### config.mk
export PLATFORM = sky130hd
export DESIGN_NAME = cascaded_steer_rate_speed_pid_top
export DESIGN_NICKNAME = d
export VERILOG_FILES = /design/src/sv/csrp_pkg.sv /design/src/sv/csrp_serial_mul.sv /design/src/sv/csrp_wheel.sv /design/src/sv/cascaded_steer_rate_speed_pid_top.sv
export SDC_FILE = /design/constraint.sdc
export NUM_CORES = 2
export LEC_CHECK = 0
export BUFFER_PORTS_ARGS = -buffer_cell sky130_fd_sc_hd__buf_2
export CORE_ASPECT_RATIO = 0.7
export CORE_MARGIN = 2
export CORE_UTILIZATION = 25
export CTS_CLUSTER_DIAMETER = 40
export DETAILED_ROUTE_END_ITERATION = 6
export PLACE_DENSITY_LB_ADDON = 0.3
export SLEW_MARGIN = 20
export SYNTH_ARGS = -nofsm -noshare
export SYNTH_HDL_FRONTEND = slang
export SYNTH_HIERARCHICAL = 1
export SYNTH_SLANG_ARGS = --single-unit
### constraint.sdc
create_clock -name clk -period 12.5 [get_ports clk]
set_input_delay 2.5 -clock clk [delete_from_list [all_inputs] [get_ports clk]]
set_output_delay 2.5 -clock clk [all_outputs]
set_load 0.05 [all_outputs]
### src/sv/csrp_pkg.sv
package csrp_pkg;

  localparam int GAIN_W   = 16;
  localparam int MCAND_W  = 19;
  localparam int PROD_W   = MCAND_W + GAIN_W + 1;
  localparam int CORR_W   = PROD_W + 1;
  localparam int CNT_W    = $clog2(GAIN_W);
  localparam logic [CNT_W-1:0] CNT_LAST = CNT_W'(GAIN_W - 1);

  localparam int SENSOR_W = 8;
  localparam int SPEED_W  = 16;
  localparam int ERR_W    = SPEED_W + 1;
  localparam int RSUM_W   = SPEED_W + 2;
  localparam int DRIVE_W  = 15;

  localparam int IN_DATA_W  = 3 * SENSOR_W + 3 * SPEED_W;
  localparam int OUT_DATA_W = ((2 * DRIVE_W + 7) / 8) * 8;

  localparam logic [SENSOR_W-1:0]        LOST_LEVEL  = 8'd30;
  localparam logic [SENSOR_W-1:0]        LINE_CENTER = 8'd200;
  localparam logic [SENSOR_W+1:0]        WEAK_SUM    = 10'd10;
  localparam logic signed [RSUM_W-1:0]   GYRO_OFFSET = 18'sd15;

  localparam int CFG_INDEX_W = 3;
  localparam int CFG_DATA_W  = 16;

  typedef enum logic [CFG_INDEX_W-1:0] {
    REG_WHEEL_KP       = 3'd0,
    REG_WHEEL_KI       = 3'd1,
    REG_WHEEL_KD       = 3'd2,
    REG_RATE_KP        = 3'd3,
    REG_RATE_KD        = 3'd4,
    REG_STEER_KP       = 3'd5,
    REG_BASE_SPEED     = 3'd6,
    REG_STOP_WHEN_LOST = 3'd7
  } cfg_reg_t;

  localparam logic [GAIN_W-1:0] WHEEL_KP_RESET = 16'd10240;
  localparam logic [GAIN_W-1:0] WHEEL_KI_RESET = 16'd3072;
  localparam logic [GAIN_W-1:0] WHEEL_KD_RESET = 16'd10240;
  localparam logic [GAIN_W-1:0] RATE_KP_RESET  = 16'd51;
  localparam logic [GAIN_W-1:0] RATE_KD_RESET  = 16'd10;
  localparam logic [GAIN_W-1:0] STEER_KP_RESET = 16'd0;

  typedef struct packed {
    logic load;
    logic step;
    logic sum;
    logic update;
  } wheel_ctrl_t;

endpackage

### src/sv/csrp_serial_mul.sv
module csrp_serial_mul (
  input  logic                                clk,
  input  logic                                load,
  input  logic                                step,
  input  logic signed [csrp_pkg::MCAND_W-1:0] mcand,
  input  logic [csrp_pkg::GAIN_W-1:0]         gain,
  output logic signed [csrp_pkg::PROD_W-1:0]  product
);

  localparam int MC_W = csrp_pkg::MCAND_W;
  localparam int G_W  = csrp_pkg::GAIN_W;
  localparam int HI_W = MC_W + 1;

  logic signed [MC_W-1:0] mc;
  logic signed [HI_W-1:0] hi;
  logic [G_W-1:0]         lo;
  logic signed [HI_W-1:0] addend;
  logic signed [HI_W-1:0] sum;

  // one multiplier bit per cycle while step is high, lsb first, product shifts into lo
  always_comb begin
    addend = lo[0] ? HI_W'(mc) : '0;
    sum    = hi + addend;
  end

  always_ff @(posedge clk) begin
    if (load) begin
      mc <= mcand;
      hi <= '0;
      lo <= gain;
    end else if (step) begin
      hi <= {sum[HI_W-1], sum[HI_W-1:1]};
      lo <= {sum[0], lo[G_W-1:1]};
    end
  end

  assign product = {hi, lo};

endmodule

### src/sv/csrp_wheel.sv
module csrp_wheel #(
  parameter int DRIVE_LIMIT        = 10000,
  parameter int GAIN_FRACTION_BITS = 10
) (
  input  logic                                clk,
  input  logic                                rst,
  input  csrp_pkg::wheel_ctrl_t               ctrl,
  input  logic signed [csrp_pkg::SPEED_W-1:0] target,
  input  logic signed [csrp_pkg::SPEED_W-1:0] encoder,
  input  logic [csrp_pkg::GAIN_W-1:0]         kp,
  input  logic [csrp_pkg::GAIN_W-1:0]         ki,
  input  logic [csrp_pkg::GAIN_W-1:0]         kd,
  output logic signed [csrp_pkg::DRIVE_W-1:0] drive
);

  localparam int MC_W    = csrp_pkg::MCAND_W;
  localparam int E_W     = csrp_pkg::ERR_W;
  localparam int P_W     = csrp_pkg::PROD_W;
  localparam int D_W     = csrp_pkg::DRIVE_W;
  localparam longint LIMIT_Q = longint'(DRIVE_LIMIT) << GAIN_FRACTION_BITS;
  localparam int ACC_W   = $clog2(LIMIT_Q + 1) + 1;
  localparam int INC_W   = P_W + 2;
  localparam int SUM_W   = (INC_W > ACC_W ? INC_W : ACC_W) + 1;
  localparam int Q_W     = (ACC_W > D_W ? ACC_W : D_W);
  localparam logic signed [SUM_W-1:0] LIM_HI = SUM_W'(LIMIT_Q);
  localparam logic signed [SUM_W-1:0] LIM_LO = -LIM_HI;

  logic signed [E_W-1:0]   e0;
  logic signed [E_W-1:0]   e1;
  logic signed [E_W-1:0]   e2;
  logic signed [MC_W-1:0]  mc_p;
  logic signed [MC_W-1:0]  mc_i;
  logic signed [MC_W-1:0]  mc_d;
  logic signed [P_W-1:0]   prod_p;
  logic signed [P_W-1:0]   prod_i;
  logic signed [P_W-1:0]   prod_d;
  logic signed [INC_W-1:0] inc;
  logic signed [ACC_W-1:0] acc;
  logic signed [ACC_W-1:0] acc_next;
  logic signed [SUM_W-1:0] acc_sum;
  logic signed [Q_W-1:0]   acc_x;
  logic signed [Q_W-1:0]   acc_q;

  always_comb begin
    e0   = E_W'(target) - E_W'(encoder);
    mc_p = MC_W'(e0) - MC_W'(e1);
    mc_i = MC_W'(e0);
    mc_d = MC_W'(e0) - (MC_W'(e1) <<< 1) + MC_W'(e2);
  end

  csrp_serial_mul u_mul_p (
    .clk     (clk),
    .load    (ctrl.load),
    .step    (ctrl.step),
    .mcand   (mc_p),
    .gain    (kp),
    .product (prod_p)
  );

  csrp_serial_mul u_mul_i (
    .clk     (clk),
    .load    (ctrl.load),
    .step    (ctrl.step),
    .mcand   (mc_i),
    .gain    (ki),
    .product (prod_i)
  );

  csrp_serial_mul u_mul_d (
    .clk     (clk),
    .load    (ctrl.load),
    .step    (ctrl.step),
    .mcand   (mc_d),
    .gain    (kd),
    .product (prod_d)
  );

  always_comb begin
    acc_sum = SUM_W'(acc) + SUM_W'(inc);
    if (acc_sum > LIM_HI) begin
      acc_next = ACC_W'(LIM_HI);
    end else if (acc_sum < LIM_LO) begin
      acc_next = ACC_W'(LIM_LO);
    end else begin
      acc_next = ACC_W'(acc_sum);
    end
  end

  // truncate toward zero
  always_comb begin
    acc_x = Q_W'(acc);
    acc_q = acc_x >>> GAIN_FRACTION_BITS;
    if (acc[ACC_W-1] && (acc[GAIN_FRACTION_BITS-1:0] != '0)) begin
      acc_q = acc_q + Q_W'(1);
    end
  end

  assign drive = acc_q[D_W-1:0];

  always_ff @(posedge clk) begin
    if (rst) begin
      e1  <= '0;
      e2  <= '0;
      acc <= '0;
    end else begin
      if (ctrl.load) begin
        e1 <= e0;
        e2 <= e1;
      end
      if (ctrl.update) begin
        acc <= acc_next;
      end
    end
  end

  always_ff @(posedge clk) begin
    if (ctrl.sum) begin
      inc <= INC_W'(prod_p) + INC_W'(prod_i) + INC_W'(prod_d);
    end
  end

  a_acc_bounded: assert property (@(posedge clk) disable iff (rst)
    (SUM_W'(acc) <= LIM_HI) && (SUM_W'(acc) >= LIM_LO))
    else $error("wheel accumulator beyond drive limit");

endmodule

### src/sv/cascaded_steer_rate_speed_pid_top.sv
// cascaded steering / yaw-rate / wheel-speed controller for a two-wheel robot
//
// s_axis: one beat per control tick carrying the three line sensors, the gyro
//   rate and both measured wheel speeds. m_axis: one beat per tick carrying
//   the left and right motor drives. cfg: register writes (index, data), always
//   ready; write only while no tick is in flight.
//
// each tick runs three passes through bit-serial multipliers:
//   steering gain, then rate p and d in parallel, then the six wheel pid
//   products in parallel. a new input beat is taken only after the previous
//   tick's result has moved to the output register.
//
// reset restores the default gains, clears the loop history and accumulators,
//   and treats the previous sensors as lost-line.
// when m_axis stalls, a finished result waits in the output register; the next
//   tick is accepted and computed, then holds until the output register frees,
//   and s_axis_tready stays low until then.
module cascaded_steer_rate_speed_pid_top #(
  parameter int DRIVE_LIMIT        = 10000,
  parameter int GAIN_FRACTION_BITS = 10
) (
  input  logic                                    clk,
  input  logic                                    rst,
  input  logic                                    s_axis_tvalid,
  output logic                                    s_axis_tready,
  // sensor_left, sensor_middle, sensor_right, gyro_rate, encoder_left, encoder_right
  input  logic [csrp_pkg::IN_DATA_W-1:0]          s_axis_tdata,
  output logic                                    m_axis_tvalid,
  input  logic                                    m_axis_tready,
  // drive_left, drive_right, zero fill
  output logic [csrp_pkg::OUT_DATA_W-1:0]         m_axis_tdata,
  input  logic                                    cfg_valid,
  output logic                                    cfg_ready,
  input  logic [csrp_pkg::CFG_INDEX_W-1:0]        cfg_index,
  input  logic [csrp_pkg::CFG_DATA_W-1:0]         cfg_data
);

  localparam int MC_W     = csrp_pkg::MCAND_W;
  localparam int P_W      = csrp_pkg::PROD_W;
  localparam int G_W      = csrp_pkg::GAIN_W;
  localparam int SPD_W    = csrp_pkg::SPEED_W;
  localparam int SNS_W    = csrp_pkg::SENSOR_W;
  localparam int E_W      = csrp_pkg::ERR_W;
  localparam int RS_W     = csrp_pkg::RSUM_W;
  localparam int CR_W     = csrp_pkg::CORR_W;
  localparam int D_W      = csrp_pkg::DRIVE_W;
  localparam int PAD_W    = csrp_pkg::OUT_DATA_W - 2 * D_W;
  localparam int BASE_Q_W = SPD_W + GAIN_FRACTION_BITS;
  localparam int TS_W     = (BASE_Q_W > CR_W ? BASE_Q_W : CR_W) + 1;

  localparam logic signed [TS_W-1:0] TS_MAX   = TS_W'(32767);
  localparam logic signed [TS_W-1:0] TS_MIN   = TS_W'(-32768);
  localparam logic signed [RS_W-1:0] RERR_MAX = RS_W'(65535);
  localparam logic signed [RS_W-1:0] RERR_MIN = RS_W'(-65536);

  typedef enum logic [3:0] {
    ST_IDLE,
    ST_STEER,
    ST_TARGET,
    ST_RATE,
    ST_RATE_MUL,
    ST_CORR,
    ST_SPLIT,
    ST_WHEEL_LOAD,
    ST_WHEEL_MUL,
    ST_WHEEL_SUM,
    ST_WHEEL_ACC,
    ST_DONE
  } state_t;

  state_t state;
  logic [csrp_pkg::CNT_W-1:0] cnt;

  logic [G_W-1:0]          wheel_kp;
  logic [G_W-1:0]          wheel_ki;
  logic [G_W-1:0]          wheel_kd;
  logic [G_W-1:0]          rate_kp;
  logic [G_W-1:0]          rate_kd;
  logic [G_W-1:0]          steer_kp;
  logic signed [SPD_W-1:0] base_speed;
  logic                    stop_when_lost;

  logic [SNS_W-1:0]        sensor_left;
  logic [SNS_W-1:0]        sensor_middle;
  logic [SNS_W-1:0]        sensor_right;
  logic signed [SPD_W-1:0] gyro_in;
  logic signed [SPD_W-1:0] enc_left_in;
  logic signed [SPD_W-1:0] enc_right_in;

  logic                    accept;
  logic                    cnt_end;
  logic                    prev_lost;
  logic signed [SPD_W-1:0] base_sel;
  logic signed [SPD_W-1:0] gyro;
  logic signed [SPD_W-1:0] enc_left;
  logic signed [SPD_W-1:0] enc_right;
  logic signed [SPD_W-1:0] target;
  logic signed [E_W-1:0]   prev_rerr;
  logic signed [CR_W-1:0]  corr;
  logic signed [SPD_W-1:0] target_left;
  logic signed [SPD_W-1:0] target_right;

  logic [SNS_W+1:0]        sense_sum;
  logic [SNS_W-1:0]        mid;
  logic [SNS_W-1:0]        mag;
  logic signed [MC_W-1:0]  mag_x;
  logic signed [MC_W-1:0]  steer_err;
  logic signed [RS_W-1:0]  rate_sum;
  logic signed [E_W-1:0]   rerr;
  logic signed [RS_W-1:0]  rdiff;
  logic signed [TS_W-1:0]  base_q;
  logic signed [TS_W-1:0]  sum_left;
  logic signed [TS_W-1:0]  sum_right;

  logic                    load_a;
  logic                    step_a;
  logic                    load_b;
  logic                    step_b;
  logic signed [MC_W-1:0]  mc_a;
  logic signed [MC_W-1:0]  mc_b;
  logic [G_W-1:0]          gain_a;
  logic signed [P_W-1:0]   prod_a;
  logic signed [P_W-1:0]   prod_b;

  csrp_pkg::wheel_ctrl_t   wctrl;
  logic signed [D_W-1:0]   drive_left;
  logic signed [D_W-1:0]   drive_right;

  function automatic logic signed [SPD_W-1:0] trunc_sat(input logic signed [TS_W-1:0] v);
    logic signed [TS_W-1:0] q;
    q = v >>> GAIN_FRACTION_BITS;
    if (v[TS_W-1] && (v[GAIN_FRACTION_BITS-1:0] != '0)) begin
      q = q + TS_W'(1);
    end
    if (q > TS_MAX) begin
      return TS_MAX[SPD_W-1:0];
    end else if (q < TS_MIN) begin
      return TS_MIN[SPD_W-1:0];
    end
    return q[SPD_W-1:0];
  endfunction

  assign sensor_left   = s_axis_tdata[SNS_W-1:0];
  assign sensor_middle = s_axis_tdata[2*SNS_W-1:SNS_W];
  assign sensor_right  = s_axis_tdata[3*SNS_W-1:2*SNS_W];
  assign gyro_in       = s_axis_tdata[3*SNS_W+SPD_W-1:3*SNS_W];
  assign enc_left_in   = s_axis_tdata[3*SNS_W+2*SPD_W-1:3*SNS_W+SPD_W];
  assign enc_right_in  = s_axis_tdata[3*SNS_W+3*SPD_W-1:3*SNS_W+2*SPD_W];

  assign s_axis_tready = (state == ST_IDLE);
  assign accept        = s_axis_tvalid && s_axis_tready;
  assign cfg_ready     = 1'b1;
  assign cnt_end       = (cnt == csrp_pkg::CNT_LAST);

  // config registers
  always_ff @(posedge clk) begin
    if (rst) begin
      wheel_kp       <= csrp_pkg::WHEEL_KP_RESET;
      wheel_ki       <= csrp_pkg::WHEEL_KI_RESET;
      wheel_kd       <= csrp_pkg::WHEEL_KD_RESET;
      rate_kp        <= csrp_pkg::RATE_KP_RESET;
      rate_kd        <= csrp_pkg::RATE_KD_RESET;
      steer_kp       <= csrp_pkg::STEER_KP_RESET;
      base_speed     <= '0;
      stop_when_lost <= 1'b0;
    end else if (cfg_valid && cfg_ready) begin
      case (csrp_pkg::cfg_reg_t'(cfg_index))
        csrp_pkg::REG_WHEEL_KP:       wheel_kp       <= cfg_data;
        csrp_pkg::REG_WHEEL_KI:       wheel_ki       <= cfg_data;
        csrp_pkg::REG_WHEEL_KD:       wheel_kd       <= cfg_data;
        csrp_pkg::REG_RATE_KP:        rate_kp        <= cfg_data;
        csrp_pkg::REG_RATE_KD:        rate_kd        <= cfg_data;
        csrp_pkg::REG_STEER_KP:       steer_kp       <= cfg_data;
        csrp_pkg::REG_BASE_SPEED:     base_speed     <= cfg_data;
        csrp_pkg::REG_STOP_WHEN_LOST: stop_when_lost <= cfg_data[0];
        default: ;
      endcase
    end
  end

  // line error from the incoming beat
  always_comb begin
    sense_sum = (SNS_W+2)'(sensor_left) + (SNS_W+2)'(sensor_middle)
              + (SNS_W+2)'(sensor_right);
    mid       = (sensor_middle > csrp_pkg::LINE_CENTER) ? csrp_pkg::LINE_CENTER
                                                         : sensor_middle;
    mag       = csrp_pkg::LINE_CENTER - mid;
    mag_x     = MC_W'(mag);
    if ((sense_sum > csrp_pkg::WEAK_SUM) && (sensor_left != sensor_right)) begin
      steer_err = (sensor_left > sensor_right) ? mag_x : -mag_x;
    end else begin
      steer_err = '0;
    end
  end

  // rate error and its change
  always_comb begin
    rate_sum = RS_W'(target) - RS_W'(gyro) - csrp_pkg::GYRO_OFFSET;
    if (rate_sum < RERR_MIN) begin
      rerr = RERR_MIN[E_W-1:0];
    end else if (rate_sum > RERR_MAX) begin
      rerr = RERR_MAX[E_W-1:0];
    end else begin
      rerr = rate_sum[E_W-1:0];
    end
    rdiff = RS_W'(rerr) - RS_W'(prev_rerr);
  end

  always_comb begin
    base_q    = TS_W'(base_sel) <<< GAIN_FRACTION_BITS;
    sum_left  = base_q + TS_W'(corr);
    sum_right = base_q - TS_W'(corr);
  end

  always_comb begin
    load_a = accept || (state == ST_RATE);
    step_a = (state == ST_STEER) || (state == ST_RATE_MUL);
    load_b = (state == ST_RATE);
    step_b = (state == ST_RATE_MUL);
    mc_b   = MC_W'(rdiff);
    if (state == ST_IDLE) begin
      mc_a   = steer_err;
      gain_a = steer_kp;
    end else begin
      mc_a   = MC_W'(rerr);
      gain_a = rate_kp;
    end
    wctrl.load   = (state == ST_WHEEL_LOAD);
    wctrl.step   = (state == ST_WHEEL_MUL);
    wctrl.sum    = (state == ST_WHEEL_SUM);
    wctrl.update = (state == ST_WHEEL_ACC);
  end

  csrp_serial_mul u_mul_a (
    .clk     (clk),
    .load    (load_a),
    .step    (step_a),
    .mcand   (mc_a),
    .gain    (gain_a),
    .product (prod_a)
  );

  csrp_serial_mul u_mul_b (
    .clk     (clk),
    .load    (load_b),
    .step    (step_b),
    .mcand   (mc_b),
    .gain    (rate_kd),
    .product (prod_b)
  );

  csrp_wheel #(
    .DRIVE_LIMIT        (DRIVE_LIMIT),
    .GAIN_FRACTION_BITS (GAIN_FRACTION_BITS)
  ) u_wheel_left (
    .clk     (clk),
    .rst     (rst),
    .ctrl    (wctrl),
    .target  (target_left),
    .encoder (enc_left),
    .kp      (wheel_kp),
    .ki      (wheel_ki),
    .kd      (wheel_kd),
    .drive   (drive_left)
  );

  csrp_wheel #(
    .DRIVE_LIMIT        (DRIVE_LIMIT),
    .GAIN_FRACTION_BITS (GAIN_FRACTION_BITS)
  ) u_wheel_right (
    .clk     (clk),
    .rst     (rst),
    .ctrl    (wctrl),
    .target  (target_right),
    .encoder (enc_right),
    .kp      (wheel_kp),
    .ki      (wheel_ki),
    .kd      (wheel_kd),
    .drive   (drive_right)
  );

  always_ff @(posedge clk) begin
    if (rst) begin
      state         <= ST_IDLE;
      cnt           <= '0;
      m_axis_tvalid <= 1'b0;
      prev_lost     <= 1'b1;
      prev_rerr     <= '0;
    end else begin
      if (m_axis_tvalid && m_axis_tready && (state != ST_DONE)) begin
        m_axis_tvalid <= 1'b0;
      end
      case (state)
        ST_IDLE: begin
          if (accept) begin
            base_sel  <= (stop_when_lost && prev_lost) ? '0 : base_speed;
            prev_lost <= (sensor_left < csrp_pkg::LOST_LEVEL)
                      && (sensor_middle < csrp_pkg::LOST_LEVEL)
                      && (sensor_right < csrp_pkg::LOST_LEVEL);
            gyro      <= gyro_in;
            enc_left  <= enc_left_in;
            enc_right <= enc_right_in;
            state     <= ST_STEER;
          end
        end
        ST_STEER: begin
          if (cnt_end) begin
            cnt   <= '0;
            state <= ST_TARGET;
          end else begin
            cnt <= cnt + 1'b1;
          end
        end
        ST_TARGET: begin
          target <= trunc_sat(TS_W'(prod_a));
          state  <= ST_RATE;
        end
        ST_RATE: begin
          prev_rerr <= rerr;
          state     <= ST_RATE_MUL;
        end
        ST_RATE_MUL: begin
          if (cnt_end) begin
            cnt   <= '0;
            state <= ST_CORR;
          end else begin
            cnt <= cnt + 1'b1;
          end
        end
        ST_CORR: begin
          corr  <= CR_W'(prod_a) + CR_W'(prod_b);
          state <= ST_SPLIT;
        end
        ST_SPLIT: begin
          target_left  <= trunc_sat(sum_left);
          target_right <= trunc_sat(sum_right);
          state        <= ST_WHEEL_LOAD;
        end
        ST_WHEEL_LOAD: begin
          state <= ST_WHEEL_MUL;
        end
        ST_WHEEL_MUL: begin
          if (cnt_end) begin
            cnt   <= '0;
            state <= ST_WHEEL_SUM;
          end else begin
            cnt <= cnt + 1'b1;
          end
        end
        ST_WHEEL_SUM: begin
          state <= ST_WHEEL_ACC;
        end
        ST_WHEEL_ACC: begin
          state <= ST_DONE;
        end
        ST_DONE: begin
          if (!m_axis_tvalid || m_axis_tready) begin
            m_axis_tdata  <= {{PAD_W{1'b0}}, drive_right, drive_left};
            m_axis_tvalid <= 1'b1;
            state         <= ST_IDLE;
          end
        end
        default: begin
          state <= ST_IDLE;
        end
      endcase
    end
  end

  a_accept_starts: assert property (@(posedge clk) disable iff (rst)
    accept |=> (state == ST_STEER))
    else $error("accepted beat did not start the steering pass");

  a_result_from_done: assert property (@(posedge clk) disable iff (rst)
    $rose(m_axis_tvalid) |-> ($past(state) == ST_DONE))
    else $error("result raised outside the done step");

  a_idle_count_clear: assert property (@(posedge clk) disable iff (rst)
    (state == ST_IDLE) |-> (cnt == '0))
    else $error("bit counter not cleared between ticks");

  a_done_drains: assert property (@(posedge clk) disable iff (rst)
    ((state == ST_DONE) && !m_axis_tvalid) |=> (m_axis_tvalid && (state == ST_IDLE)))
    else $error("finished result not moved to the output register");

endmodule

# Yosys cells after proc, flatten, opt, wreduce, memory -nomap -nowiden
# Cells that the tools add are included.
[totals] regBits=939 latchBits=0 ram_bits=0 mem_bits_ro=0 input_bits=96 out_inout_bits=35 mem_count=0
[classes] addsub=38 n_mul=0 n_div=0 n_lt_le_gt_ge=18 n_eq_ne=26 shift=0 mux=77 bitwise=1 n_reduce_logical=42
[ops] operator="16-bit 2-to-1 mux" n=26
[ops] operator="38-bit 2-to-1 mux" n=9
[ops] operator="19-bit by 20-bit adder with 20-bit output" n=8
[ops] operator="20-bit 2-to-1 mux" n=8
[ops] operator="38-bit by 16-bit > comparator with 1-bit output, second input constant" n=3
[ops] operator="38-bit by 16-bit < comparator with 1-bit output, second input constant" n=3
[ops] operator="35-bit by 35-bit adder with 36-bit output" n=3
[ops] operator="25-bit 2-to-1 mux" n=4
[ops] operator="25-bit by 38-bit adder with 39-bit output" n=2
[ops] operator="39-bit by 25-bit > comparator with 1-bit output, second input constant" n=2
[ops] operator="39-bit by 25-bit < comparator with 1-bit output, second input constant" n=2
[ops] operator="36-bit by 35-bit adder with 37-bit output" n=2
[ops] operator="19-bit 2-to-1 mux" n=3
[ops] operator="27-bit by 2-bit adder with 28-bit output, second input constant" n=2
[ops] operator="17-bit by 17-bit subtractor with 18-bit output" n=3
[ops] operator="16-bit by 16-bit subtractor with 17-bit output" n=3
[ops] operator="10-bit nonzero test" n=5
[ops] operator="4-bit case mux with 12 select lines" n=1
[ops] operator="19-bit by 17-bit adder with 19-bit output" n=2
[ops] operator="17-bit by 18-bit subtractor with 19-bit output" n=2
[ops] operator="26-bit by 36-bit adder with 37-bit output" n=1
[ops] operator="26-bit by 36-bit subtractor with 37-bit output" n=1
[ops] operator="17-bit 2-to-1 mux" n=2
[ops] operator="15-bit by 2-bit adder with 15-bit output, second input constant" n=2
[ops] operator="other kinds (39)" n=103

# Logic depth before layout (Yosys ltp)
[depth] ltp_word=12 ltp_mapped=33

# Hierarchy
# The synthesis kept the hierarchy.
[by_module_without_submodules] module="cascaded_steer_rate_speed_pid_top" instances=1 cells_each=2451 area_each_um2=21190.3
[by_module_without_submodules] module="csrp_serial_mul at u_mul_b ..." instances=7 cells_each=266 area_each_um2=2941.6
[by_module_without_submodules] module="csrp_wheel at u_wheel_left" instances=1 cells_each=1352 area_each_um2=11488.5
[by_module_without_submodules] module="csrp_wheel at u_wheel_right" instances=1 cells_each=1322 area_each_um2=11228.3
[by_module_without_submodules] module="csrp_serial_mul at u_mul_a" instances=1 cells_each=272 area_each_um2=2965.3

# Worst setup path before layout
# OpenSTA, ideal clock, no wires.
[synth_timing] path_kind="reg2reg" start="register state[2]" end="register u_wheel_left.u_mul_d.lo[10], data pin" arrival_ps=7150 t_required_ps=12240 path_slack_ps=5090 stages_incl_launch_ff=7 path_buffers=3 synth_period_minus_slack_ps=7410 path_cell_list="dfxtp_1 > clkbuf_1 > nand2b_1 > nor2_1 > buf_6 > clkbuf_1 > mux2_2"
[synth_rtl] element="start: declaration" line="cascaded_steer_rate_speed_pid_top.sv:71" source="state_t state;"
[synth_rtl] element="start signal: assignment" line="cascaded_steer_rate_speed_pid_top.sv:284" source="state <= ST_IDLE;"
[synth_rtl] element="start signal: assignment" line="cascaded_steer_rate_speed_pid_top.sv:303" source="state <= ST_STEER;"
[synth_rtl] element="start signal: assignment" line="cascaded_steer_rate_speed_pid_top.sv:309" source="state <= ST_TARGET;"
[synth_rtl] element="end signal: assignment" line="csrp_serial_mul.sv:30" source="lo <= gain;"
[synth_rtl] element="end signal: assignment" line="csrp_serial_mul.sv:33" source="lo <= {sum[0], lo[G_W-1:1]};"
[synth_rtl] element="end: declaration" line="csrp_serial_mul.sv:16" source="logic [G_W-1:0] lo;"

# Final worst setup path
[layout_timing] start="register gyro[1]" end="register u_mul_b.mc[15], data pin"
[layout_between] elab_chain_len=6
[layout_lines] element="start: declaration" line="cascaded_steer_rate_speed_pid_top.sv:94" source="logic signed [SPD_W-1:0] gyro;"
[layout_lines] element="start signal: assignment" line="cascaded_steer_rate_speed_pid_top.sv:300" source="gyro <= gyro_in;"
[layout_lines] element="16-bit by 16-bit subtractor with 17-bit output (*)" line="cascaded_steer_rate_speed_pid_top.sv:198" source="rate_sum = RS_W'(target) - RS_W'(gyro) - csrp_pkg::GYRO_OFFSET;"
[layout_lines] element="17-bit by 5-bit subtractor with 18-bit output (*)" line="cascaded_steer_rate_speed_pid_top.sv:198"
[layout_lines] element="18-bit by 17-bit > comparator with 1-bit output" line="cascaded_steer_rate_speed_pid_top.sv:201" source="end else if (rate_sum > RERR_MAX) begin"
[layout_lines] element="17-bit 2-to-1 mux" line="cascaded_steer_rate_speed_pid_top.sv:201"
[layout_lines] element="17-bit 2-to-1 mux (*)" line="cascaded_steer_rate_speed_pid_top.sv:199" source="if (rate_sum < RERR_MIN) begin"
[layout_lines] element="17-bit by 17-bit subtractor with 18-bit output (*)" line="cascaded_steer_rate_speed_pid_top.sv:206" source="rdiff = RS_W'(rerr) - RS_W'(prev_rerr);"
[layout_lines] element="via rdiff[15]" line="cascaded_steer_rate_speed_pid_top.sv:110" source="logic signed [RS_W-1:0] rdiff;"
[layout_lines] element="end signal: assignment" line="csrp_serial_mul.sv:28" source="mc <= mcand;"
[layout_lines] element="end: declaration" line="csrp_serial_mul.sv:14" source="logic signed [MC_W-1:0] mc;"
# The timed path passes the listed nets; every way through them passes the cells marked *.
# A chain may end at the register's enable or synchronous reset.

==> run_results.csv <==
group,metric,value,unit
status,outcome,"complete, no violations",
pwr,vdd_drop_max,0.110,mV
timing,period_share,61.8,%
yosys,syn_area,67500,um^2
floorplan,fp.dieW,625,um
min_path,hold_path.class,"reg -> reg",
setup_path,ff2ff_path_depth,30,
placement,place_inst,10700,
final_layout,drive_gt1_share,9.31,%
yosys,synth_top_family_by_area,"compound AO/OA/AOI/OAI gates",
yosys,synth_area_leaders,"edfxtp_1 24%, dfxtp_1 12%, ha_1 10%",
setup_path,start_kind,"flip-flop",
clock_network,cts_inserted_buffers,155,
setup_path,crit_required,13.06,ns
global_routing,grt_max_degree,135,
timing,max_freq,129,MHz
drt,drt_iter0_markers,4568,
placement,gp_congestion,0.883,
setup_path,cp_common_cell,"o21ai_0",
timing,skew,0.0768,ns
drt,route.met3.wl,14.4,mm
global_routing,overflow,0,
setup_path,crit_arrival,8.29,ns
floorplan,coreArea,268000,um^2
clock_network,clkTransAtPathRegs,0.06,ns
timing,period_minus_slack,7.73,ns
clock_network,clk_path_buf_depth,4,
yosys,synth_edf_count,535,
yosys,synth.most_common_cell,"nand2_1",
global_routing,grt_pass1_wl,313,mm
timing,rsz0062_at_grt,"false",
yosys,synth-main-ff-cell,"edfxtp_1",
placement,io_buffers,127,
setup_path,r2r_slack,4.77,ns
setup_path,cp_slowest_stage_delay,0.77,ns
clock_network,cts_root_buf,"clkbuf_16",
yosys,synthAdderAreaFrac,14.4,%
drt,top_layer_used,"met5",
clock_network,h-tree-depth,4,
yosys,synth.distinct_cells,121,
yosys,synth_compound_area_share,17.7,%
drt,met2WireLength,83.2,mm
drt,wl_per_cell,18.7,um
yosys,synth_area_leader_cell,"edfxtp_1",
clock_network,post-cts-setup-buffers,0,
drt,ant_nets,0,
clock_network,post_cts_resized,0,
final_layout,final_util,28.6,%
pwr,power,13.2,mW
floorplan,pin_count,131,
yosys,synth-simple-area-share,17.7,%
setup_path,reg2reg_to,"u_mul_b/mc[15]",
clock_network,tritoncts,"done",
setup_path,reg2reg_from,"gyro[1]",
yosys,synth-seq-cells,945,
timing,finalHoldViolations,0,
timing,tightest_slew,1.09,ns
timing,finalSetupViolCount,0,
placement,pre_cts_ws,4.50,ns
global_routing,grtUsageTotal,14.6,%
timing,setup_ws,4.77,ns
floorplan,row_count,159,
final_layout,design.final.nets,8122,
final_layout,areaGrowthSynthToFinish,13.7,%
timing,drv_slew,0,
yosys,yosysTopAreaCellShare,23.8,%
global_routing,antenna_found_initial,12,
setup_path,critical-path-slowest-cell,"a2111oi_0",
yosys,synth.area.mux_share,3.94,%
min_path,hp-start,"steer_kp[3]",
pwr,leakage,29.3,nW
timing,fin_setup_tns,0,ns
yosys,synthCells,7259,
floorplan,initial_utilization,25.1,%
yosys,avgSynthCellArea,9.29,um^2
floorplan,die_h,439,um
clock_network,hold_buffers,0,
yosys,ys.warnings.count,6,
drt,met1Wirelength,104,mm
drt,vias,54000,
timing,max_slew_margin,26.3,%
setup_path,path_max_fanout,10,
setup_path,end_kind,"flip-flop",
drt,drt_first_pass_iters,5,
yosys,synth_xor_area_share,6.22,%
yosys,yosysSeqAreaShare,36.0,%
drt,wl,205,mm
final_layout,layout.cells.non_filler,11000,
global_routing,grt_pass1_vias,51700,
drt,drc,0,
drt,via_per_inst,4.91,
yosys,async_flop_share,0,%
yosys,synthTopCellsByCount,"778 x nand2_1, 563 x ha_1, 554 x a21oi_1",
clock_network,clkLatencyLatePin,0.81,ns
min_path,hold_end,"steer_kp[3]",
min_path,hold_depth,2,
setup_path,crit_type,"reg -> reg",
pwr,power_density,173,nW/um^2
flow_run,drv_cap,0,
floorplan,die-area,274000,um^2
placement,place_hpwl,161,mm
clock_network,cts_sinks,945,
## sequential cells by signal, summed over array words and instances, names as in the netlist, 25 cells and up
| register | count |
|---|---|
| u_wheel_left/inc | 38 |
| u_wheel_right/inc | 38 |
| corr | 37 |
| m_axis_tdata | 30 |
| u_wheel_left/acc | 25 |
| u_wheel_right/acc | 25 |
## through the flow
stage,instance area (um^2),hold WS (ns)
finish,76700,0.457
global route,76700,0.468
CTS,76700,0.457
detailed placement,71600,0.448
global placement,71600,0.441
floorplan,67500,0.425
## cell families (layout without fill, tap and decap cells)
group	after synthesis	count (layout)
and+or+nand+nor	2414	2414
buffers and inverters	626	811
AOI/OAI and AO/OA	1846	1846
other	2	4
adders and majority gates	698	698
muxes	249	249
DFF	945	945
xor gates and xnor gates	479	479
## final cells by class
| cell class | instances | area, um^2 |
|---|---|---|
| multi-input cells | 5689 | 40600 |
| well taps | 3542 | 4430 |
| repair buffers | 163 | 927 |
| flip-flops and latches | 945 | 24300 |
| clock buffers | 187 | 4210 |
| diodes | 1 | 2.50 |
| fillers | 28000 | 192000 |
| clock inverters | 87 | 901 |
| inverters | 374 | 1400 |
## power by group
group / internal [mW] / switching [mW]
Clock: 2.67 / 1.63
Sequential: 3.83 / 0.356
Combinational: 1.89 / 2.87
## layout by cell type (no fill, tap or decap), types with 126 or more instances in the layout
master / instances
xnor2_1: 336
and2_1: 216
ha_1: 563
o21ai_0: 299
buf_2: 126
dfxtp_1: 410
inv_1: 366
edfxtp_1: 535
clkbuf_16: 163
o21ai_1: 148
nand2_1: 777
xor2_1: 143
fa_1: 135
nand3_1: 148
a21o_1: 132
nor2_1: 536
a21oi_1: 554
## routing by layer
layer | GRT usage, % | up-vias
met2 | 21.1 | 1396
met5 | 0 | -
met3 | 3.48 | 232
met4 | 3.03 | 2
li1 | - | 26500
met1 | 21.7 | 25800
## worst max-delay path by stage
stage / from / endpoint / slack (ns) / cells past startpoint
2_1_floorplan: state[2] / u_wheel_left/u_mul_d/lo[10] / 5.09 / 6
3_3_place_gp: gyro[1] / u_mul_b/mc[15] / 4.45 / 30
3_5_place_dp: gyro[1] / u_mul_b/mc[15] / 4.50 / 30
4_1_cts: gyro[1] / u_mul_b/mc[15] / 4.47 / 30
5_1_grt: target[1] / u_mul_b/mc[15] / 4.15 / 31
6_report: gyro[1] / u_mul_b/mc[15] / 4.77 / 30
## critical path: cells and delay by family, from the launching register on
family / cells / cell delay [ns]
AO/OA/AOI/OAI: 18 / 4.33
AND/OR/NAND/NOR: 5 / 1.43
adder cells (fa/ha/maj): 4 / 1.05
flip-flops: 1 / 0.37
XOR/XNOR: 1 / 0.17
buffers and inverters: 2 / 0.13
Note: power is estimated with default switching activity, not from simulation.
